<file path="config.mk">
export PLATFORM = sky130hd
export DESIGN_NAME = bitmap_text_glyph_row_generator
export DESIGN_NICKNAME = d
export VERILOG_FILES = /design/src/bgr_pkg.sv /design/src/bgr_base_unit.sv /design/src/bgr_row_seq.sv /design/src/bitmap_text_glyph_row_generator.sv
export SDC_FILE = /design/constraint.sdc
export NUM_CORES = 1
export LEC_CHECK = 0
export ABC_CLOCK_PERIOD_IN_PS = 6700
export BUFFER_PORTS_ARGS = -buffer_cell sky130_fd_sc_hd__buf_2
export CAP_MARGIN = 20
export CORE_UTILIZATION = 45
export DETAILED_ROUTE_END_ITERATION = 7
export HOLD_SLACK_MARGIN = 0.08
export PLACE_DENSITY = 0.71
export SYNTH_ARGS = -nofsm -noshare
export SYNTH_HDL_FRONTEND = slang
export SYNTH_SLANG_ARGS = --single-unit
</file>
<file path="constraint.sdc">
create_clock -name clk -period 6.7 [get_ports clk]
set_input_delay 1.34 -clock clk [delete_from_list [all_inputs] [get_ports clk]]
set_output_delay 1.34 -clock clk [all_outputs]
set_load 0.01 [all_outputs]
</file>
<file path="src/bgr_pkg.sv">
// Shared types and constants for the glyph row generator.
`default_nettype none

package bgr_pkg;

  localparam int XW        = 13;
  localparam int YW        = 12;
  localparam int ROW_YW    = 13;
  localparam int ADDR_W    = 32;
  localparam int COLOR_W   = 24;
  localparam int CODE_W    = 8;
  localparam int LIMIT_W   = 8;
  localparam int LINE_W    = 13;
  localparam int CFG_W     = 32;
  localparam int CFG_IDX_W = 2;
  localparam int IDX_W     = 16;

  localparam logic [CODE_W-1:0] WIDE_FIRST    = 8'hA1;
  localparam logic [CODE_W-1:0] CODE_DROP     = 8'hFF;
  localparam logic [7:0]        CODES_PER_ROW = 8'd94;

  localparam logic [XW-1:0] HALF_STEP = 13'd8;
  localparam logic [XW-1:0] FULL_STEP = 13'd16;

  localparam logic [ADDR_W-1:0] ASCII_BASE_RESET = 32'd0;
  localparam logic [ADDR_W-1:0] HANZI_BASE_RESET = 32'd4096;
  localparam logic [LINE_W-1:0] LINE_WIDTH_RESET = 13'd1024;

  localparam logic [CFG_IDX_W-1:0] REG_ASCII_BASE = 2'd0;
  localparam logic [CFG_IDX_W-1:0] REG_HANZI_BASE = 2'd1;
  localparam logic [CFG_IDX_W-1:0] REG_LINE_WIDTH = 2'd2;

  localparam logic CMD_START = 1'b0;
  localparam logic CMD_BYTE  = 1'b1;

  typedef struct packed {
    logic              wide;
    logic [CODE_W-1:0] lead;
    logic [CODE_W-1:0] code;
  } glyph_op_t;

  typedef struct packed {
    logic               wide;
    logic [ADDR_W-1:0]  base;
    logic [XW-1:0]      x;
    logic [YW-1:0]      y;
    logic [COLOR_W-1:0] fg;
    logic [COLOR_W-1:0] bg;
  } row_job_t;

endpackage

`default_nettype wire

</file>
<file path="src/bgr_base_unit.sv">
// Two-stage glyph base address unit: code index, then scale and table offset.
`default_nettype none

module bgr_base_unit
  import bgr_pkg::*;
#(
  parameter int GLYPH_ROWS = 16
) (
  input  wire logic              clk,
  input  wire glyph_op_t         op,
  input  wire logic [ADDR_W-1:0] ascii_base,
  input  wire logic [ADDR_W-1:0] hanzi_base,
  output logic      [ADDR_W-1:0] base
);

  localparam int SCALE_W = $clog2(2 * GLYPH_ROWS) + 1;
  localparam logic [SCALE_W-1:0] NARROW_SCALE = SCALE_W'(GLYPH_ROWS);
  localparam logic [SCALE_W-1:0] WIDE_SCALE   = SCALE_W'(2 * GLYPH_ROWS);
  localparam int PROD_W = IDX_W + SCALE_W + 1;

  logic signed [CODE_W:0]   lead_off;
  logic signed [CODE_W:0]   code_off;
  logic signed [17:0]       lead_prod;
  logic signed [IDX_W-1:0]  idx_next;
  logic signed [IDX_W-1:0]  idx;
  logic                     wide_q;
  logic        [SCALE_W-1:0] scale;
  logic signed [PROD_W-1:0] offset;
  logic        [ADDR_W-1:0] base_next;

  // stage 1: row-major index into the double-byte table, or the plain code
  assign lead_off  = $signed({1'b0, op.lead}) - $signed({1'b0, WIDE_FIRST});
  assign code_off  = $signed({1'b0, op.code}) - $signed({1'b0, WIDE_FIRST});
  assign lead_prod = lead_off * $signed({1'b0, CODES_PER_ROW});

  always_comb begin
    if (op.wide) begin
      idx_next = IDX_W'(lead_prod) + IDX_W'(code_off);
    end else begin
      idx_next = $signed(IDX_W'({1'b0, op.code}));
    end
  end

  // stage 2: bytes per glyph times index, plus table start (mod 2^32)
  assign scale     = wide_q ? WIDE_SCALE : NARROW_SCALE;
  assign offset    = idx * $signed({1'b0, scale});
  assign base_next = (wide_q ? hanzi_base : ascii_base) + ADDR_W'(offset);

  always_ff @(posedge clk) begin
    idx    <= idx_next;
    wide_q <= op.wide;
    base   <= base_next;
  end

endmodule

`default_nettype wire

</file>
<file path="src/bgr_row_seq.sv">
// Row sequencer: steps one address incrementer over the rows of a glyph.
`default_nettype none

module bgr_row_seq
  import bgr_pkg::*;
#(
  parameter int GLYPH_ROWS = 16
) (
  input  wire logic               clk,
  input  wire logic               rst,
  input  wire logic               load,
  input  wire row_job_t           job,
  output logic                    busy,
  output logic                    out_valid,
  input  wire logic               out_ready,
  output logic [XW-1:0]           row_x,
  output logic [ROW_YW-1:0]       row_y,
  output logic [ADDR_W-1:0]       mask_address,
  output logic                    is_wide_font,
  output logic [COLOR_W-1:0]      out_fg,
  output logic [COLOR_W-1:0]      out_bg,
  output logic                    run_end
);

  localparam int K_W = $clog2(2 * GLYPH_ROWS);
  localparam int R_W = $clog2(GLYPH_ROWS);
  localparam logic [K_W-1:0] NARROW_LAST = K_W'(GLYPH_ROWS - 1);
  localparam logic [K_W-1:0] WIDE_LAST   = K_W'(2 * GLYPH_ROWS - 1);

  row_job_t          cur;
  logic [ADDR_W-1:0] addr;
  logic [K_W-1:0]    k;
  logic [K_W-1:0]    k_last;
  logic [R_W-1:0]    r;
  logic              emitting;
  logic              advance;

  // wide glyphs alternate left and right halves, so addresses stay consecutive
  assign advance = emitting && (!out_valid || out_ready);
  assign k_last  = cur.wide ? WIDE_LAST : NARROW_LAST;
  assign r       = cur.wide ? R_W'(k >> 1) : R_W'(k);
  assign busy    = emitting;

  always_ff @(posedge clk) begin
    if (rst) begin
      emitting  <= 1'b0;
      out_valid <= 1'b0;
    end else begin
      if (load) begin
        emitting <= 1'b1;
      end else if (advance && k == k_last) begin
        emitting <= 1'b0;
      end
      if (advance) begin
        out_valid <= 1'b1;
      end else if (out_ready) begin
        out_valid <= 1'b0;
      end
    end
  end

  always_ff @(posedge clk) begin
    if (load) begin
      cur  <= job;
      addr <= job.base;
      k    <= '0;
    end else if (advance) begin
      addr <= addr + 32'd1;
      k    <= k + K_W'(1);
    end
    if (advance) begin
      row_x        <= (cur.wide && k[0]) ? cur.x + HALF_STEP : cur.x;
      row_y        <= ROW_YW'(cur.y) + ROW_YW'(r);
      mask_address <= addr;
      is_wide_font <= cur.wide;
      out_fg       <= cur.fg;
      out_bg       <= cur.bg;
      run_end      <= (k == k_last);
    end
  end

  a_load_idle: assert property (@(posedge clk) disable iff (rst) load |-> !emitting)
    else $error("row job loaded while a glyph is still emitting");
  a_k_range: assert property (@(posedge clk) disable iff (rst) emitting |-> (k <= k_last))
    else $error("row counter ran past the glyph");
  a_start_row: assert property (@(posedge clk) disable iff (rst) $rose(emitting) |-> k == '0)
    else $error("glyph emission did not start at row zero");

endmodule

`default_nettype wire

</file>
<file path="src/bitmap_text_glyph_row_generator.sv">
// Top level of the bitmap text glyph row generator.
//
// Usage: an input transaction with cmd = start latches cursor, colors and a
// byte budget (min of byte_limit and the free line width / 8). Each later
// transaction with cmd = byte carries one string byte. An ASCII byte gives
// GLYPH_ROWS output transactions of 8-pixel mask rows; a double-byte code
// (lead then trail byte) gives 2*GLYPH_ROWS, left and right halves
// interleaved. run_end marks the last row of a byte. Config registers
// (0 ascii_base, 1 hanzi_base, 2 line_width) are written through cfg_write.
// A taken byte passes the index, scale and load states before its first row
// is valid; one that draws a glyph holds in_ready low until its last row (N
// rows, 16 or 32 at the default size) is registered, others leave it high.
// One row leaves per cycle while the receiver is ready, paced by the single
// address incrementer in the row sequencer. When the receiver stalls, the
// output register holds and the sequencer waits; the next input can be taken
// while the last row still waits. Reset (rst, synchronous) restores the
// register defaults, ends any string and drops everything in flight.
`default_nettype none

module bitmap_text_glyph_row_generator
  import bgr_pkg::*;
#(
  parameter int GLYPH_ROWS = 16
) (
  input  wire logic                 clk,
  input  wire logic                 rst,
  // config write port
  input  wire logic                 cfg_write,
  input  wire logic [CFG_IDX_W-1:0] cfg_index,
  input  wire logic [CFG_W-1:0]     cfg_data,
  // input channel
  input  wire logic                 in_valid,
  output logic                      in_ready,
  input  wire logic                 cmd,
  input  wire logic [YW-1:0]        start_x,
  input  wire logic [YW-1:0]        start_y,
  input  wire logic [COLOR_W-1:0]   fg_color,
  input  wire logic [COLOR_W-1:0]   bg_color,
  input  wire logic [LIMIT_W-1:0]   byte_limit,
  input  wire logic [CODE_W-1:0]    char_byte,
  input  wire logic                 end_of_string,
  // output channel
  output logic                      out_valid,
  input  wire logic                 out_ready,
  output logic [XW-1:0]             row_x,
  output logic [ROW_YW-1:0]         row_y,
  output logic [ADDR_W-1:0]         mask_address,
  output logic                      is_wide_font,
  output logic [COLOR_W-1:0]        out_fg,
  output logic [COLOR_W-1:0]        out_bg,
  output logic                      run_end
);

  // one-hot sequencer: index, scale, hand job to row sequencer, wait for it
  typedef enum logic [4:0] {
    S_IDLE  = 5'b00001,
    S_INDEX = 5'b00010,
    S_SCALE = 5'b00100,
    S_LOAD  = 5'b01000,
    S_RUN   = 5'b10000
  } seq_state_t;

  seq_state_t state, state_next;

  // config registers
  logic [ADDR_W-1:0] ascii_base;
  logic [ADDR_W-1:0] hanzi_base;
  logic [LINE_W-1:0] line_width;

  // string state
  logic [XW-1:0]      cursor_x, cursor_x_next;
  logic [YW-1:0]      cursor_y, cursor_y_next;
  logic [COLOR_W-1:0] saved_fg, saved_fg_next;
  logic [COLOR_W-1:0] saved_bg, saved_bg_next;
  logic [LIMIT_W-1:0] bytes_left, bytes_left_next;
  logic [CODE_W-1:0]  lead_code, lead_code_next;
  logic               lead_pending, lead_pending_next;
  logic               string_active, string_active_next;

  // glyph job captured at acceptance
  glyph_op_t          op, op_next;
  logic [XW-1:0]      job_x;
  logic [YW-1:0]      job_y;
  logic [COLOR_W-1:0] job_fg;
  logic [COLOR_W-1:0] job_bg;

  logic               in_accept;
  logic               emit_now;
  logic               wide_now;
  logic [LINE_W-1:0]  line_gap;
  logic [9:0]         room;
  logic [LIMIT_W-1:0] budget;
  logic [ADDR_W-1:0]  glyph_base;
  row_job_t           job;
  logic               busy;

  assign in_ready  = (state == S_IDLE);
  assign in_accept = in_valid && in_ready;

  // budget on start: free width in 8-pixel cells, clipped by byte_limit
  assign line_gap = line_width - {1'b0, start_x};
  assign room     = line_gap[LINE_W-1:3];
  always_comb begin
    if ({1'b0, start_x} >= line_width) begin
      budget = '0;
    end else if (room < {2'b00, byte_limit}) begin
      budget = room[LIMIT_W-1:0];
    end else begin
      budget = byte_limit;
    end
  end

  // byte decode and string state update
  always_comb begin
    cursor_x_next      = cursor_x;
    cursor_y_next      = cursor_y;
    saved_fg_next      = saved_fg;
    saved_bg_next      = saved_bg;
    bytes_left_next    = bytes_left;
    lead_code_next     = lead_code;
    lead_pending_next  = lead_pending;
    string_active_next = string_active;
    emit_now           = 1'b0;
    wide_now           = 1'b0;
    if (in_accept) begin
      if (cmd == CMD_START) begin
        cursor_x_next      = {1'b0, start_x};
        cursor_y_next      = start_y;
        saved_fg_next      = fg_color;
        saved_bg_next      = bg_color;
        bytes_left_next    = budget;
        lead_code_next     = '0;
        lead_pending_next  = 1'b0;
        string_active_next = 1'b1;
      end else begin
        if (string_active && bytes_left != '0) begin
          if (lead_pending) begin
            // trail byte; either code byte at 0xFF drops the character
            bytes_left_next   = bytes_left - 8'd1;
            lead_pending_next = 1'b0;
            if (lead_code != CODE_DROP && char_byte != CODE_DROP) begin
              emit_now      = 1'b1;
              wide_now      = 1'b1;
              cursor_x_next = cursor_x + FULL_STEP;
            end
          end else if (char_byte >= WIDE_FIRST) begin
            // lead byte with no room for its trail ends the string
            if (bytes_left == 8'd1) begin
              bytes_left_next = '0;
            end else begin
              bytes_left_next   = bytes_left - 8'd1;
              lead_code_next    = char_byte;
              lead_pending_next = 1'b1;
            end
          end else begin
            bytes_left_next = bytes_left - 8'd1;
            emit_now        = 1'b1;
            cursor_x_next   = cursor_x + HALF_STEP;
          end
        end
        if (end_of_string) begin
          string_active_next = 1'b0;
          bytes_left_next    = '0;
          lead_pending_next  = 1'b0;
          lead_code_next     = '0;
        end
      end
    end
  end

  assign op_next = '{wide: wide_now, lead: lead_code, code: char_byte};

  always_comb begin
    state_next = state;
    case (state)
      S_IDLE:  if (in_accept && emit_now) state_next = S_INDEX;
      S_INDEX: state_next = S_SCALE;
      S_SCALE: state_next = S_LOAD;
      S_LOAD:  state_next = S_RUN;
      S_RUN:   if (!busy) state_next = S_IDLE;
      default: state_next = S_IDLE;
    endcase
  end

  always_ff @(posedge clk) begin
    if (rst) begin
      state         <= S_IDLE;
      ascii_base    <= ASCII_BASE_RESET;
      hanzi_base    <= HANZI_BASE_RESET;
      line_width    <= LINE_WIDTH_RESET;
      cursor_x      <= '0;
      cursor_y      <= '0;
      saved_fg      <= '0;
      saved_bg      <= '0;
      bytes_left    <= '0;
      lead_code     <= '0;
      lead_pending  <= 1'b0;
      string_active <= 1'b0;
    end else begin
      state         <= state_next;
      cursor_x      <= cursor_x_next;
      cursor_y      <= cursor_y_next;
      saved_fg      <= saved_fg_next;
      saved_bg      <= saved_bg_next;
      bytes_left    <= bytes_left_next;
      lead_code     <= lead_code_next;
      lead_pending  <= lead_pending_next;
      string_active <= string_active_next;
      if (cfg_write) begin
        case (cfg_index)
          REG_ASCII_BASE: ascii_base <= cfg_data;
          REG_HANZI_BASE: hanzi_base <= cfg_data;
          REG_LINE_WIDTH: line_width <= cfg_data[LINE_W-1:0];
          default: ;
        endcase
      end
    end
  end

  // job payload: pre-advance cursor and current colors
  always_ff @(posedge clk) begin
    if (in_accept) begin
      op     <= op_next;
      job_x  <= cursor_x;
      job_y  <= cursor_y;
      job_fg <= saved_fg;
      job_bg <= saved_bg;
    end
  end

  bgr_base_unit #(
    .GLYPH_ROWS(GLYPH_ROWS)
  ) u_base (
    .clk       (clk),
    .op        (op),
    .ascii_base(ascii_base),
    .hanzi_base(hanzi_base),
    .base      (glyph_base)
  );

  assign job = '{wide: op.wide, base: glyph_base, x: job_x, y: job_y,
                 fg: job_fg, bg: job_bg};

  bgr_row_seq #(
    .GLYPH_ROWS(GLYPH_ROWS)
  ) u_rows (
    .clk         (clk),
    .rst         (rst),
    .load        (state == S_LOAD),
    .job         (job),
    .busy        (busy),
    .out_valid   (out_valid),
    .out_ready   (out_ready),
    .row_x       (row_x),
    .row_y       (row_y),
    .mask_address(mask_address),
    .is_wide_font(is_wide_font),
    .out_fg      (out_fg),
    .out_bg      (out_bg),
    .run_end     (run_end)
  );

  a_busy_blocks: assert property (@(posedge clk) disable iff (rst) busy |-> !in_ready)
    else $error("input taken while rows are still being emitted");
  a_lead_in_string: assert property (@(posedge clk) disable iff (rst)
    lead_pending |-> string_active)
    else $error("lead byte held outside a string");
  a_emit_blocks: assert property (@(posedge clk) disable iff (rst)
    (in_accept && emit_now) |=> !in_ready)
    else $error("drawing byte did not start the sequencer");
  a_load_free: assert property (@(posedge clk) disable iff (rst)
    (state == S_LOAD) |-> !busy)
    else $error("job handed over while the row sequencer is busy");

endmodule

`default_nettype wire
</file>
# Word-level counts from Yosys, hierarchy flattened
# Index checks and enable logic that the tools add are counted.
[word_totals] latch_bits=0 elab_cells=150 romBits=0 memories=0 ff_bits=533 ramBits=0 input_bits=129 out_inout_bits=110
[op_classes] n_bitwise=1 n_addsub=12 shifts=0 n_div=0 eq_ne=21 mux=48 reduce_logical=24 n_lt_le_gt_ge=3 mul=2
[ops] cell="two-way mux 8 bit" n=15
[ops] cell="two-way mux 32 bit" n=3
[ops] cell="two-way mux 13 bit" n=6
[ops] cell="adder 32 x 1 -> 32 bit (second input constant)" n=1
[ops] cell="adder 32 bit" n=1
[ops] cell="adder 13 x 4 -> 13 bit (second input constant)" n=2
[ops] cell="case mux 5 bit (5 select lines)" n=1
[ops] cell="multiplier 16 x 7 -> 23 bit" n=1
[ops] cell="two-way mux 1 bit" n=18
[ops] cell="subtractor 8 x 8 -> 9 bit (second input constant)" n=2
[ops] cell="adder 16 x 9 -> 16 bit" n=1
[ops] cell="inequality test 8 bit (second input constant)" n=2
[ops] cell="multiplier 9 x 7 -> 15 bit (second input constant)" n=1
[ops] cell="two-way mux 5 bit" n=3
[ops] cell="AND reduction 2 bit" n=7
[ops] cell="adder 12 x 4 -> 13 bit" n=1
[ops] cell="adder 13 x 5 -> 13 bit (second input constant)" n=1
[ops] cell=">= comparator 12 x 13 -> 1 bit" n=1
[ops] cell="subtractor 13 x 12 -> 13 bit" n=1
[ops] cell="less-than comparator 10 x 8 -> 1 bit" n=1
[ops] cell="inequality test 3 bit (second input constant)" n=3
[ops] cell="equality test 8 x 1 -> 1 bit (second input constant)" n=1
[ops] cell=">= comparator 8 bit (second input constant)" n=1
[ops] cell="nonzero test 8 bit" n=1
[ops] cell="other kinds (25)" n=36

# Depth between registers and ports, before layout
# Gate-level depths: netlist (run 1).
[depth] depth_word=10 mapped_depth=27 mapped_depth_nobuf=25

# Modules after synthesis
# A second synthesis (run 1) with hierarchy kept.
[unflattened] cells_unflattened=2276 hier_area_um2=24963.9
[by_module_without_submodules] mod="bitmap_text_glyph_row_generator" area_each_um2=10293.6 n_inst=1 seq_area_each_um2=6165.9 cells_each=1072
[by_module_without_submodules] mod="bgr_row_seq" area_each_um2=8271.7 n_inst=1 seq_area_each_um2=6566.3 cells_each=493
[by_module_without_submodules] mod="bgr_base_unit" area_each_um2=6398.6 n_inst=1 seq_area_each_um2=980.9 cells_each=711

# Least setup slack after synthesis (run 1)
# No wires, ideal clock.
[synth_timing] path_type="register -> register" start="register u_base.wide_q" end="register u_base.base[31]" path_buffers=2 required_time_ns=6.550 arrival_ns=5.683 setup_time_ns=0.150 period_less_slack_ns=5.832 setup_slack_ns=0.868 path_stages_with_launch=24 cell_sequence="dfxtp_1 > clkbuf_1 > buf_1 > mux2_2 > ha_1 > ha_1 > ha_1 > ha_1 > o21a_1 > o21ai_0 > a21oi_1 > o41ai_1 > o2111ai_1 > a21oi_1 > xnor2_1 > ha_1 > and3_1 > and3b_1 > a32oi_1 > o21ai_1 > o221ai_1 > mux2i_1 > a221oi_1 > xor2_1"
[synth_between] elab_chain_cells=3 elab_cells_between_ends=4 classes_between="add/sub: 1; mul: 1; mux: 2"
[synth_rtl] element="start: declaration" line="bgr_base_unit.sv:26" source="logic wide_q;"
[synth_rtl] element="start signal: assignment" line="bgr_base_unit.sv:51" source="wide_q <= op.wide;"
[synth_rtl] element="two-way mux 6 bit" line="bgr_base_unit.sv:45" source="assign scale = wide_q ? WIDE_SCALE : NARROW_SCALE;"
[synth_rtl] element="multiplier 16 x 7 -> 23 bit" line="bgr_base_unit.sv:46" source="assign offset = idx * $signed({1'b0, scale});"
[synth_rtl] element="adder 32 bit *" line="bgr_base_unit.sv:47" source="assign base_next = (wide_q ? hanzi_base : ascii_base) + ADDR_W'(offset);"
[synth_rtl] element="named net u_base.base_next[31]" line="bgr_base_unit.sv:29" source="logic [ADDR_W-1:0] base_next;"
[synth_rtl] element="end signal: assignment" line="bgr_base_unit.sv:52" source="base <= base_next;"
[synth_rtl] element="end: declaration" line="bgr_base_unit.sv:13" source="output logic [ADDR_W-1:0] base"
# Mark *: on every way through the listed nets, which the timed path passes. The rest lies on a longest branch.
# A chain may end at the register's enable or synchronous reset.

# Final worst setup path (run 1)
[layout_timing] start="register op[8] (netlist name)" end="register u_base.idx[15]"
[layout_between] elab_chain_cells=3
[layout_rtl] element="subtractor 8 x 8 -> 9 bit" line="bgr_base_unit.sv:32" source="assign lead_off = $signed({1'b0, op.lead}) - $signed({1'b0, WIDE_FIRST});"
[layout_rtl] element="multiplier 9 x 7 -> 15 bit" line="bgr_base_unit.sv:34" source="assign lead_prod = lead_off * $signed({1'b0, CODES_PER_ROW});"
[layout_rtl] element="adder 16 x 9 -> 16 bit" line="bgr_base_unit.sv:38" source="idx_next = IDX_W'(lead_prod) + IDX_W'(code_off);"
[layout_rtl] element="end signal: assignment" line="bgr_base_unit.sv:50" source="idx <= idx_next;"
[layout_rtl] element="end: declaration" line="bgr_base_unit.sv:25" source="logic signed [IDX_W-1:0] idx;"
# Every way passes these cells.

==> results of run 1 <==
logic make-up after synthesis:
logic type / after synthesis / synth area share
buffers and inverters: 197 / 0.0301
other: 2 / 0.000304
xor gates and xnor gates: 141 / 0.0501
DFF: 533 / 0.556
AOI/OAI and AO/OA: 431 / 0.104
muxes: 62 / 0.0276
adders and majority gates: 184 / 0.100
and+or+nand+nor: 720 / 0.132
flip-flops by register name, summed over array words and instances, names as in the netlist, 8 cells and up:
| signal | flops |
|---|---|
| u_rows.cur | 74 |
| ascii_base | 32 |
| hanzi_base | 32 |
| u_base.base | 32 |
| u_rows.addr | 32 |
| u_rows.mask_address | 32 |
| job_bg | 24 |
| job_fg | 24 |
| saved_bg | 24 |
| saved_fg | 24 |
| u_rows.out_bg | 24 |
| u_rows.out_fg | 24 |
| op | 16 |
| u_base.idx | 16 |
| cursor_x | 13 |
| job_x | 13 |
| line_width | 13 |
| u_rows.row_x | 13 |
| u_rows.row_y | 13 |
| cursor_y | 12 |
| job_y | 12 |
| bytes_left | 8 |
| lead_code | 8 |
synth_stat cells, drive strengths merged (4+ instances only):
cell type | n | area [um^2]
inv | 116 | 435
a31oi | 10 | 62.6
nor2 | 124 | 465
o211ai | 8 | 60.1
nor3b | 5 | 37.5
nand3 | 38 | 190
and3b | 5 | 43.8
clkbuf | 71 | 267
nand4 | 25 | 156
nor2b | 26 | 170
nand2b | 13 | 81.3
or2 | 6 | 37.5
ha | 162 | 2030
dfxtp | 229 | 4580
fa | 22 | 440
xnor2 | 88 | 771
xor2 | 53 | 464
a21oi | 207 | 1040
nand2 | 391 | 1470
o21a | 17 | 128
o41ai | 5 | 51.3
o21ai | 89 | 445
nor4 | 6 | 37.5
nor3 | 15 | 75.1
a21o | 30 | 225
buf | 10 | 40.0
o21bai | 4 | 30.0
a211oi | 10 | 80.1
or3 | 6 | 37.5
a22oi | 8 | 73.8
o31a | 4 | 43.8
nand3b | 8 | 60.1
or4 | 6 | 48.8
mux2 | 48 | 541
and2 | 16 | 100
edfxtp | 304 | 9130
and3 | 18 | 113
a21boi | 4 | 33.8
o31ai | 9 | 72.6
mux2i | 14 | 140
layer usage:
| metal | track usage | up-vias | wire length (um) |
|---|---|---|---|
| li1 | - | 8443 | - |
| met1 | 0.262 | 8241 | 24700 |
| met2 | 0.334 | 406 | 26700 |
| met3 | 0.0304 | 79 | 2740 |
| met4 | 0.0612 | 0 | 1350 |
| met5 | 0 | - | 0 |
per-stage QoR:
step            util  setup WS (ns)  hold slack [ns]  power [mW]
2_1_floorplan      -          0.868            0.363        6.05
3_3_place_gp   0.492          0.524            0.400        6.58
3_5_place_dp   0.492          0.392            0.405        6.69
4_1_cts        0.529          0.356            0.364        9.97
5_1_grt        0.529         0.0487            0.381        10.5
6_report       0.529          0.532            0.379        9.91
worst max-delay path by stage:
stage | start | endpoint | slack [ns] | cells past startpoint
after floorplan | u_base.wide_q | u_base.base[31] | 0.87 | 23
after global placement | u_base.wide_q | u_base.base[31] | 0.52 | 21
after detailed placement | u_base.wide_q | u_base.base[31] | 0.39 | 21
after CTS | u_base.wide_q | u_base.base[31] | 0.36 | 21
after global routing | op[8] | u_base.idx[15] | 0.05 | 23
final | op[8] | u_base.idx[15] | 0.53 | 22
power breakdown:
group          total [mW]  leakage, nW  internal, mW  switching (mW)
clock                3.24        0.977          1.91            1.34
combinational        2.94         5.84          1.32            1.63
sequential           3.73         4.72          3.64          0.0909
total                9.91         11.5          6.86            3.05
repair_timing:
| item | 4_1_cts | 5_1_grt |
|---|---|---|
| setup endpoints to repair | 0 | 1 |
| resized for setup | 0 | 1 |
| hold endpoints to repair | 0 | 0 |
final cells by class:
type	count	area, um^2	area share
antenna	7	17.5	0.000612
inverter	116	442	0.0154
multi-input combinational	1549	10300	0.359
clock buffer	69	1550	0.0543
sequential	533	13700	0.480
timing repair buffer	251	1300	0.0455
tap	696	871	0.0304
clock inverter	38	444	0.0155
==> results.json, run 1 <==
{
  "outcome": "completed",
  "die_x_um": 236,
  "drv_cap": 0,
  "worstSkewPairLatency_ns": 0.64,
  "gp_congestion": 0.911,
  "worst_path_most_repeated_cell": "inv_1",
  "rows": 85,
  "crit_path_cell_trace": "inv_1, ha_1, a31oi_1, o21ai_1, inv_1, fa_1, inv_1, ha_1, fa_1, inv_1, fa_1, inv_1, ha_1, a31oi_1, o21ai_0, o41ai_1, xnor2_1, ha_1, a21o_1, a41o_1, a21oi_1, and3b_1",
  "final_antenna_net_count": 0,
  "leakagePower_nw": 11.5,
  "core_area_um2": 54000,
  "postCtsSetupBuffers": 0,
  "r2r_start": "op[8]",
  "grt_usage": 0.198,
  "hp-class": "reg2reg",
  "gr-total-overflow": 0,
  "clock_tree.root_cell": "clkbuf_16",
  "hold_viol": 0,
  "syn_area_per_cell_um2": 10.9,
  "synth_edf_count": 304,
  "ir_drop_mv": 0.371,
  "grt_max_degree": 100,
  "critPathRequiredTime_ns": 7.21,
  "synthesis.area_um2": 24700,
  "yosysWarningCount": 0,
  "synth_cell_type_count": 72,
  "layout_common_cells": "nand2_1 (391), edfxtp_1 (304), buf_2 (238)",
  "layoutNonFillerInstCount": 3259,
  "power_density_nw_per_um2": 347,
  "first_pass_iters": 5,
  "place_inst": 3145,
  "r2r-end": "u_base.idx[15]",
  "dieArea_um2": 55800,
  "crit_family": "adder cells",
  "wl_um": 55500,
  "critPathKind": "reg2reg",
  "ctsHoldBuffers": 0,
  "clockBufferDepth": 3,
  "hold_depth": 0,
  "fillCellCount": 4683,
  "grt_pass1_vias": 17100,
  "grt_pass1_wl_um": 88800,
  "setup-tns-final_ns": 0,
  "fin_nets": 2821,
  "io-pin-count": 239,
  "drc": 0,
  "h-tree-depth": 2,
  "cp-end-kind": "flip-flop",
  "cts_sinks": 533,
  "min_from": "u_rows.cur[1]",
  "grt_setup_unrepaired": "no",
  "clk_pin_slew_ns": 0.06,
  "clock_skew_ns": 0.0446,
  "syn_inst": 2270,
  "worstMarginPinSlew_ns": 1.02,
  "r2r_slack_ns": 0.53,
  "initialDrtViolationCount": 1054,
  "antenna_found_initial": 7,
  "min_period_ns": 6.17,
  "port_buffers": 238,
  "placed_area_um2": 26600,
  "die_height_um": 236,
  "viasPerCell": 5.27,
  "setup_violations": 0,
  "wire_per_inst_um": 17.0,
  "cts_tree": "built",
  "fin_crit_sh": 0.921,
  "worst_path_largest_cell_delay_ns": 0.56,
  "start_util": 0.457,
  "synthArstFlopShare": 0,
  "drv_slew": 0,
  "route.vias.total": 17200,
  "drive_above_1_share": 0.166,
  "area.growth.synth_to_final_pct": 16.0,
  "startpoint_type": "flip-flop",
  "final_common_cell": "nand2_1",
  "worstRegToRegCells": 22,
  "path_buf_inv": 5,
  "holdPathEnd": "u_rows.out_bg[1]",
  "synth-seq-cells": 533,
  "relSlewSlack": 0.321,
  "dp_hpwl_um": 39900,
  "cts_buffers": 57,
  "synth_ff_type": "edfxtp_1",
  "cp_max_fo": 7,
  "critical_path_arrival_ns": 6.67,
  "crit_slowest_cell": "fa_1",
  "final_area_um2": 28600,
  "synth_seq_area_share": 0.556,
  "fmax_ghz": 0.162
}
Note: power is estimated with default switching activity, not from simulation.
==> run 2, diff against run 1 <==
--- a/config.mk
+++ b/config.mk
@@ -5,7 +5,8 @@
 export SDC_FILE = /design/constraint.sdc
 export NUM_CORES = 1
 export LEC_CHECK = 0
-export ABC_CLOCK_PERIOD_IN_PS = 6700
+export ABC_AREA = 1
+export ABC_CLOCK_PERIOD_IN_PS = 7200
 export BUFFER_PORTS_ARGS = -buffer_cell sky130_fd_sc_hd__buf_2
 export CAP_MARGIN = 20
 export CORE_UTILIZATION = 45
==> constraint.sdc (replaced) <==
create_clock -name clk -period 7.2 [get_ports clk]
set_input_delay 1.44 -clock clk [delete_from_list [all_inputs] [get_ports clk]]
set_output_delay 1.44 -clock clk [all_outputs]
set_load 0.01 [all_outputs]
==> run 2 against run 1 <==
  * Final cell count grew 13%
  * Die area grew 2.4%
  * Design area grew 1.9%
  * Total power shrank 0.97%
  * Global-route usage grew 0.67 points
  * Sequential cell count is the same
  * Via count grew 8.7%
==> results.json, run 2 <==
{
  "outcome": "completed",
  "layoutNonFillerInstCount": 3685,
  "layout_common_cells": "nand2_1 (420), nor2_1 (309), edfxtp_1 (304)",
  "first_pass_iters": 5,
  "yosysWarningCount": 0,
  "grt_pass1_vias": 18200,
  "fin_crit_sh": 0.864,
  "grt_usage": 0.205,
  "synth_area_leader_cell": "edfxtp_1",
  "drive_above_1_share": 0.129,
  "synth_top_family_by_area": "simple AND/OR/NAND/NOR gates",
  "clock_skew_ns": 0.0564,
  "cp-end-kind": "flip-flop",
  "h-tree-depth": 2,
  "route.vias.total": 18700,
  "postCtsSetupBuffers": 0,
  "synth.most_common_cell": "nand2_1",
  "power_density_nw_per_um2": 337,
  "synth_common_cells": "nand2_1 (420), nor2_1 (311), edfxtp_1 (304)",
  "worst_slack_ns": 0.982,
  "area.growth.synth_to_final_pct": 15.4,
  "synth_ff_type": "edfxtp_1",
  "min_from": "u_rows.cur[19]",
  "wire_per_inst_um": 15.8,
  "fin_nets": 3196,
  "relSlewSlack": 0.342,
  "place_inst": 3574,
  "synthArstFlopShare": 0,
  "final_common_cell": "nand2_1",
  "critPathKind": "reg2reg",
  "setup_violations": 0,
  "post_cts_resized": 0,
  "worstMarginPinSlew_ns": 0.987,
  "synth-seq-cells": 533,
  "clockBufferDepth": 3,
  "synthAdderAreaFrac": 0.0977,
  "synth_seq_area_share": 0.543,
  "cts_tree": "built",
  "grt_setup_unrepaired": "no",
  "drv_slew": 0,
  "fmax_ghz": 0.161,
  "dp_worst_setup_slack_ns": 1.01,
  "syn_area_per_cell_um2": 9.58,
  "worstSkewPairLatency_ns": 0.64,
  "synth_top_area_share": 0.361,
  "worst_path_most_repeated_cell": "nand2_1",
  "r2r_start": "op[8]",
  "gp_congestion": 0.899,
  "grt_pass1_wl_um": 93100,
  "die_x_um": 239,
  "min_period_ns": 6.22,
  "drv_cap": 0,
  "grt_max_degree": 94,
  "startpoint_type": "flip-flop",
  "cts_buffers": 55,
  "critical_path_arrival_ns": 6.75,
  "io-pin-count": 239,
  "fin_util": 0.527,
  "final_antenna_net_count": 0,
  "critPathRequiredTime_ns": 7.73,
  "worst_path_largest_cell_delay_ns": 0.56,
  "crit_slowest_cell": "fa_1",
  "synth_cell_type_count": 54,
  "die_height_um": 239,
  "cts_sinks": 533,
  "cp_max_fo": 6,
  "drc": 0,
  "synthesis.area_um2": 25300,
  "synth.mux.area_fraction": 0.000842,
  "regMostFlops": "u_rows.cur",
  "rows": 86,
  "final_area_um2": 29200,
  "power_mw": 9.82,
  "core_area_um2": 55300,
  "dp_hpwl_um": 42900,
  "ctsHoldBuffers": 0,
  "start_util": 0.457,
  "startpoint": "op[8]",
  "synthSimpleGateAreaFrac": 0.155,
  "synth_edf_count": 304,
  "netlist_top_cells_area": "edfxtp_1 (36%), dfxtp_1 (18%), ha_1 (8.0%)",
  "synthXorXnorAreaFrac": 0.0444,
  "dieArea_um2": 57100,
  "port_buffers": 238,
  "hp-class": "reg2reg",
  "clock_tree.root_cell": "clkbuf_16",
  "synth_compound_area_frac": 0.103,
  "clk_pin_slew_ns": 0.07,
  "timing.hold.ws_ns": 0.407,
  "wl_um": 58300,
  "placed_area_um2": 27300,
  "gr-total-overflow": 0,
  "setup-tns-final_ns": 0,
  "syn_inst": 2636,
  "fillCellCount": 4956,
  "viasPerCell": 5.07,
  "hold_viol": 0,
  "largest_register_ffs": 74,
  "initialDrtViolationCount": 1316,
  "ir_drop_mv": 0.487,
  "leakagePower_nw": 12.6,
  "antenna_found_initial": 9
}
-- run 2: worst paths after layout --
check,end,slack (ns),cells after the start
setup / recovery,u_base.idx[14],0.98,32
setup reg to reg,u_base.idx[14],0.98,32
hold reg to reg,u_rows.out_bg[19],0.41,0
hold / removal,u_rows.out_bg[19],0.41,0
-- run 2: metal layers --
metal / wire length, um / share of wire / global-route usage
met5: 0 / 0 / 0
met4: 1490 / 0.025 / 0.0660
met3: 3360 / 0.058 / 0.0324
met2: 26300 / 0.45 / 0.324
met1: 27200 / 0.47 / 0.288
-- run 2: critical path: cells and delay by family (launching register included) --
family	cells	cell delay (ns)
AOI/OAI and AO/OA	5	0.87
xor gates and xnor gates	3	0.71
adders and majority gates	7	2.63
buffers and inverters	5	0.47
DFF	1	0.41
and+or+nand+nor	12	1.01
-- run 2: final cells by class --
| class | count | area [um^2] | area share |
|---|---|---|---|
| antenna | 7 | 17.5 | 0.000601 |
| clock inverter | 29 | 327 | 0.0112 |
| sequential | 533 | 13700 | 0.470 |
| multi-input combinational | 1738 | 10200 | 0.349 |
| clock buffer | 75 | 1520 | 0.0522 |
| inverter | 304 | 1140 | 0.0392 |
| timing repair buffer | 251 | 1310 | 0.0449 |
| tap | 748 | 936 | 0.0321 |
-- run 2: where the power goes --
| group | switching, mW | internal, mW | total (mW) |
|---|---|---|---|
| combinational | 2.16 | 1.30 | 3.46 |
| clock | 1.20 | 1.64 | 2.84 |
| sequential | 0.0866 | 3.43 | 3.52 |
| total | 3.45 | 6.37 | 9.82 |
-- run 2: cell families after synthesis --
logic type      count (synthesis)
flops                         533
compound gates                492
other cells                     2
buf+inv                       374
mux                             2
fa+ha+maj                     184
simple gates                  921
xor+xnor                      128
==> run 3, diff against run 2 <==
--- a/config.mk
+++ b/config.mk
@@ -11,8 +11,10 @@
 export CAP_MARGIN = 20
 export CORE_UTILIZATION = 45
 export DETAILED_ROUTE_END_ITERATION = 7
+export GPL_ROUTABILITY_DRIVEN = 1
 export HOLD_SLACK_MARGIN = 0.08
 export PLACE_DENSITY = 0.71
+export RECOVER_POWER = 100
 export SYNTH_ARGS = -nofsm -noshare
 export SYNTH_HDL_FRONTEND = slang
 export SYNTH_SLANG_ARGS = --single-unit
==> run 3 against run 2 <==
  * Clock skew down 0.0053 ns
  * Largest cell class unchanged
  * First-iteration DRC count increased by 0.15%
  * Non-clock buffer count unchanged
  * Global-route usage stayed put
  * The flow now finishes with violations (capacitance limit, slew limit)
==> results.json, run 3 (same netlist as run 2, synthesis figures left out) <==
{
  "outcome": "complete, but fails checks",
  "violations": "capacitance limit, slew limit",
  "startpoint": "rst",
  "fin_nets": 3196,
  "clk_pin_slew_ns": 0.06,
  "largest_register_ffs": 74,
  "port_buffers": 238,
  "setup-tns-final_ns": 0,
  "cts_buffers": 55,
  "place_inst": 3574,
  "fillCellCount": 5014,
  "power_density_nw_per_um2": 339,
  "cp-end-kind": "flip-flop",
  "multiInputGateArea_um2": 10100,
  "worstRegToRegCells": 32,
  "r2r-end": "u_base.idx[14]",
  "path_buf_inv": 3,
  "io-pin-count": 239,
  "drc": 0,
  "clock_skew_ns": 0.0511,
  "viasPerCell": 5.05,
  "grt_pass1_vias": 18200,
  "fin_crit_sh": 0.896,
  "drv_cap": 10,
  "crit_path_end": "line_width[0]",
  "leakagePower_nw": 12.3,
  "h-tree-depth": 2,
  "area.growth.synth_to_final_pct": 14.6,
  "setup_violations": 0,
  "fmax_ghz": 0.155,
  "clock_tree.root_cell": "clkbuf_16",
  "initialDrtViolationCount": 1318,
  "relSlewSlack": -1.53,
  "final_area_um2": 28900,
  "wl_um": 58400,
  "crit_slowest_cell": "clkinvlp_2",
  "ctsHoldBuffers": 0,
  "dieArea_um2": 57100,
  "clockBufferDepth": 3,
  "final_antenna_net_count": 0,
  "cp.depth": 5,
  "startpoint_type": "input port",
  "r2r_start": "op[8]",
  "die_height_um": 239,
  "cts_sinks": 533,
  "gp_congestion": 0.899,
  "hold_viol": 0,
  "rows": 86,
  "die_x_um": 239,
  "grt_max_degree": 94,
  "worst_path_largest_cell_delay_ns": 2.17,
  "ff_latch_area_um2": 13700,
  "postCtsSetupBuffers": 0,
  "grt_usage": 0.205,
  "dp_hpwl_um": 42900,
  "drive_above_1_share": 0.0836,
  "timing.hold.ws_ns": 0.413,
  "r2r_slack_ns": 0.98,
  "regMostFlops": "u_rows.cur",
  "first_pass_iters": 5,
  "wire_per_inst_um": 15.8,
  "final_common_cell": "nand2_1",
  "post_cts_resized": 0,
  "cts_tree": "built",
  "min_period_ns": 6.45,
  "grt_pass1_wl_um": 93100,
  "worst_slack_ns": 0.751,
  "drv_slew": 581,
  "start_util": 0.457,
  "dp_worst_setup_slack_ns": 1.01,
  "worstMarginPinSlew_ns": 3.79,
  "critPathRequiredTime_ns": 7.69,
  "layoutNonFillerInstCount": 3685,
  "critPathKind": "in2reg",
  "power_mw": 9.81,
  "crit_family": "buffers and inverters",
  "critical_path_arrival_ns": 6.94,
  "placed_area_um2": 27300,
  "grt_setup_unrepaired": "no",
  "layout_common_cells": "nand2_1 (422), nor2_1 (312), edfxtp_1 (304)",
  "core_area_um2": 55300,
  "fin_util": 0.523,
  "worstSkewPairLatency_ns": 0.64,
  "cp_max_fo": 93,
  "hp-class": "reg2reg",
  "antenna_found_initial": 9,
  "crit_path_cell_trace": "clkbuf_1, clkinvlp_2, clkbuf_2, o21ai_0, a21oi_1",
  "gr-total-overflow": 0,
  "route.vias.total": 18600,
  "ir_drop_mv": 0.487
}
## run 3: area by class of cell
cell class                      instances  share of cell area
Antenna cell                            7            0.000605
Clock buffer                           75              0.0526
Clock inverter                         29              0.0113
Inverter                              304              0.0395
Multi-Input combinational cell       1738               0.351
Sequential cell                       533               0.474
Tap cell                              748              0.0323
Timing Repair Buffer                  251              0.0393
## run 3: power by group
| group | total, mW | switching [mW] | internal [mW] |
|---|---|---|---|
| sequential | 3.52 | 0.0864 | 3.43 |
| combinational | 3.45 | 2.15 | 1.30 |
| clock | 2.84 | 1.20 | 1.64 |
| total | 9.81 | 3.44 | 6.37 |
## run 3: per-layer routing
layer,share of wire,wire [um],up-vias,track usage
met5,0,0,-,0
met4,0.024,1420,0,0.0660
met3,0.058,3410,90,0.0324
met2,0.45,26300,498,0.324
met1,0.47,27300,8694,0.288
li1,-,-,9331,-
## run 3: worst min path at each step
stage | startpoint | endpoint | slack [ns] | cells past startpoint
2_1_floorplan | job_bg[0] | u_rows.cur[0] | 0.40 | 0
3_3_place_gp | u_rows.cur[46] | u_rows.out_fg[22] | 0.40 | 0
3_5_place_dp | job_bg[16] | u_rows.cur[16] | 0.40 | 0
4_1_cts | u_rows.cur[19] | u_rows.out_bg[19] | 0.40 | 0
5_1_grt | u_rows.cur[19] | u_rows.out_bg[19] | 0.41 | 0
6_report | u_rows.cur[19] | u_rows.out_bg[19] | 0.41 | 0
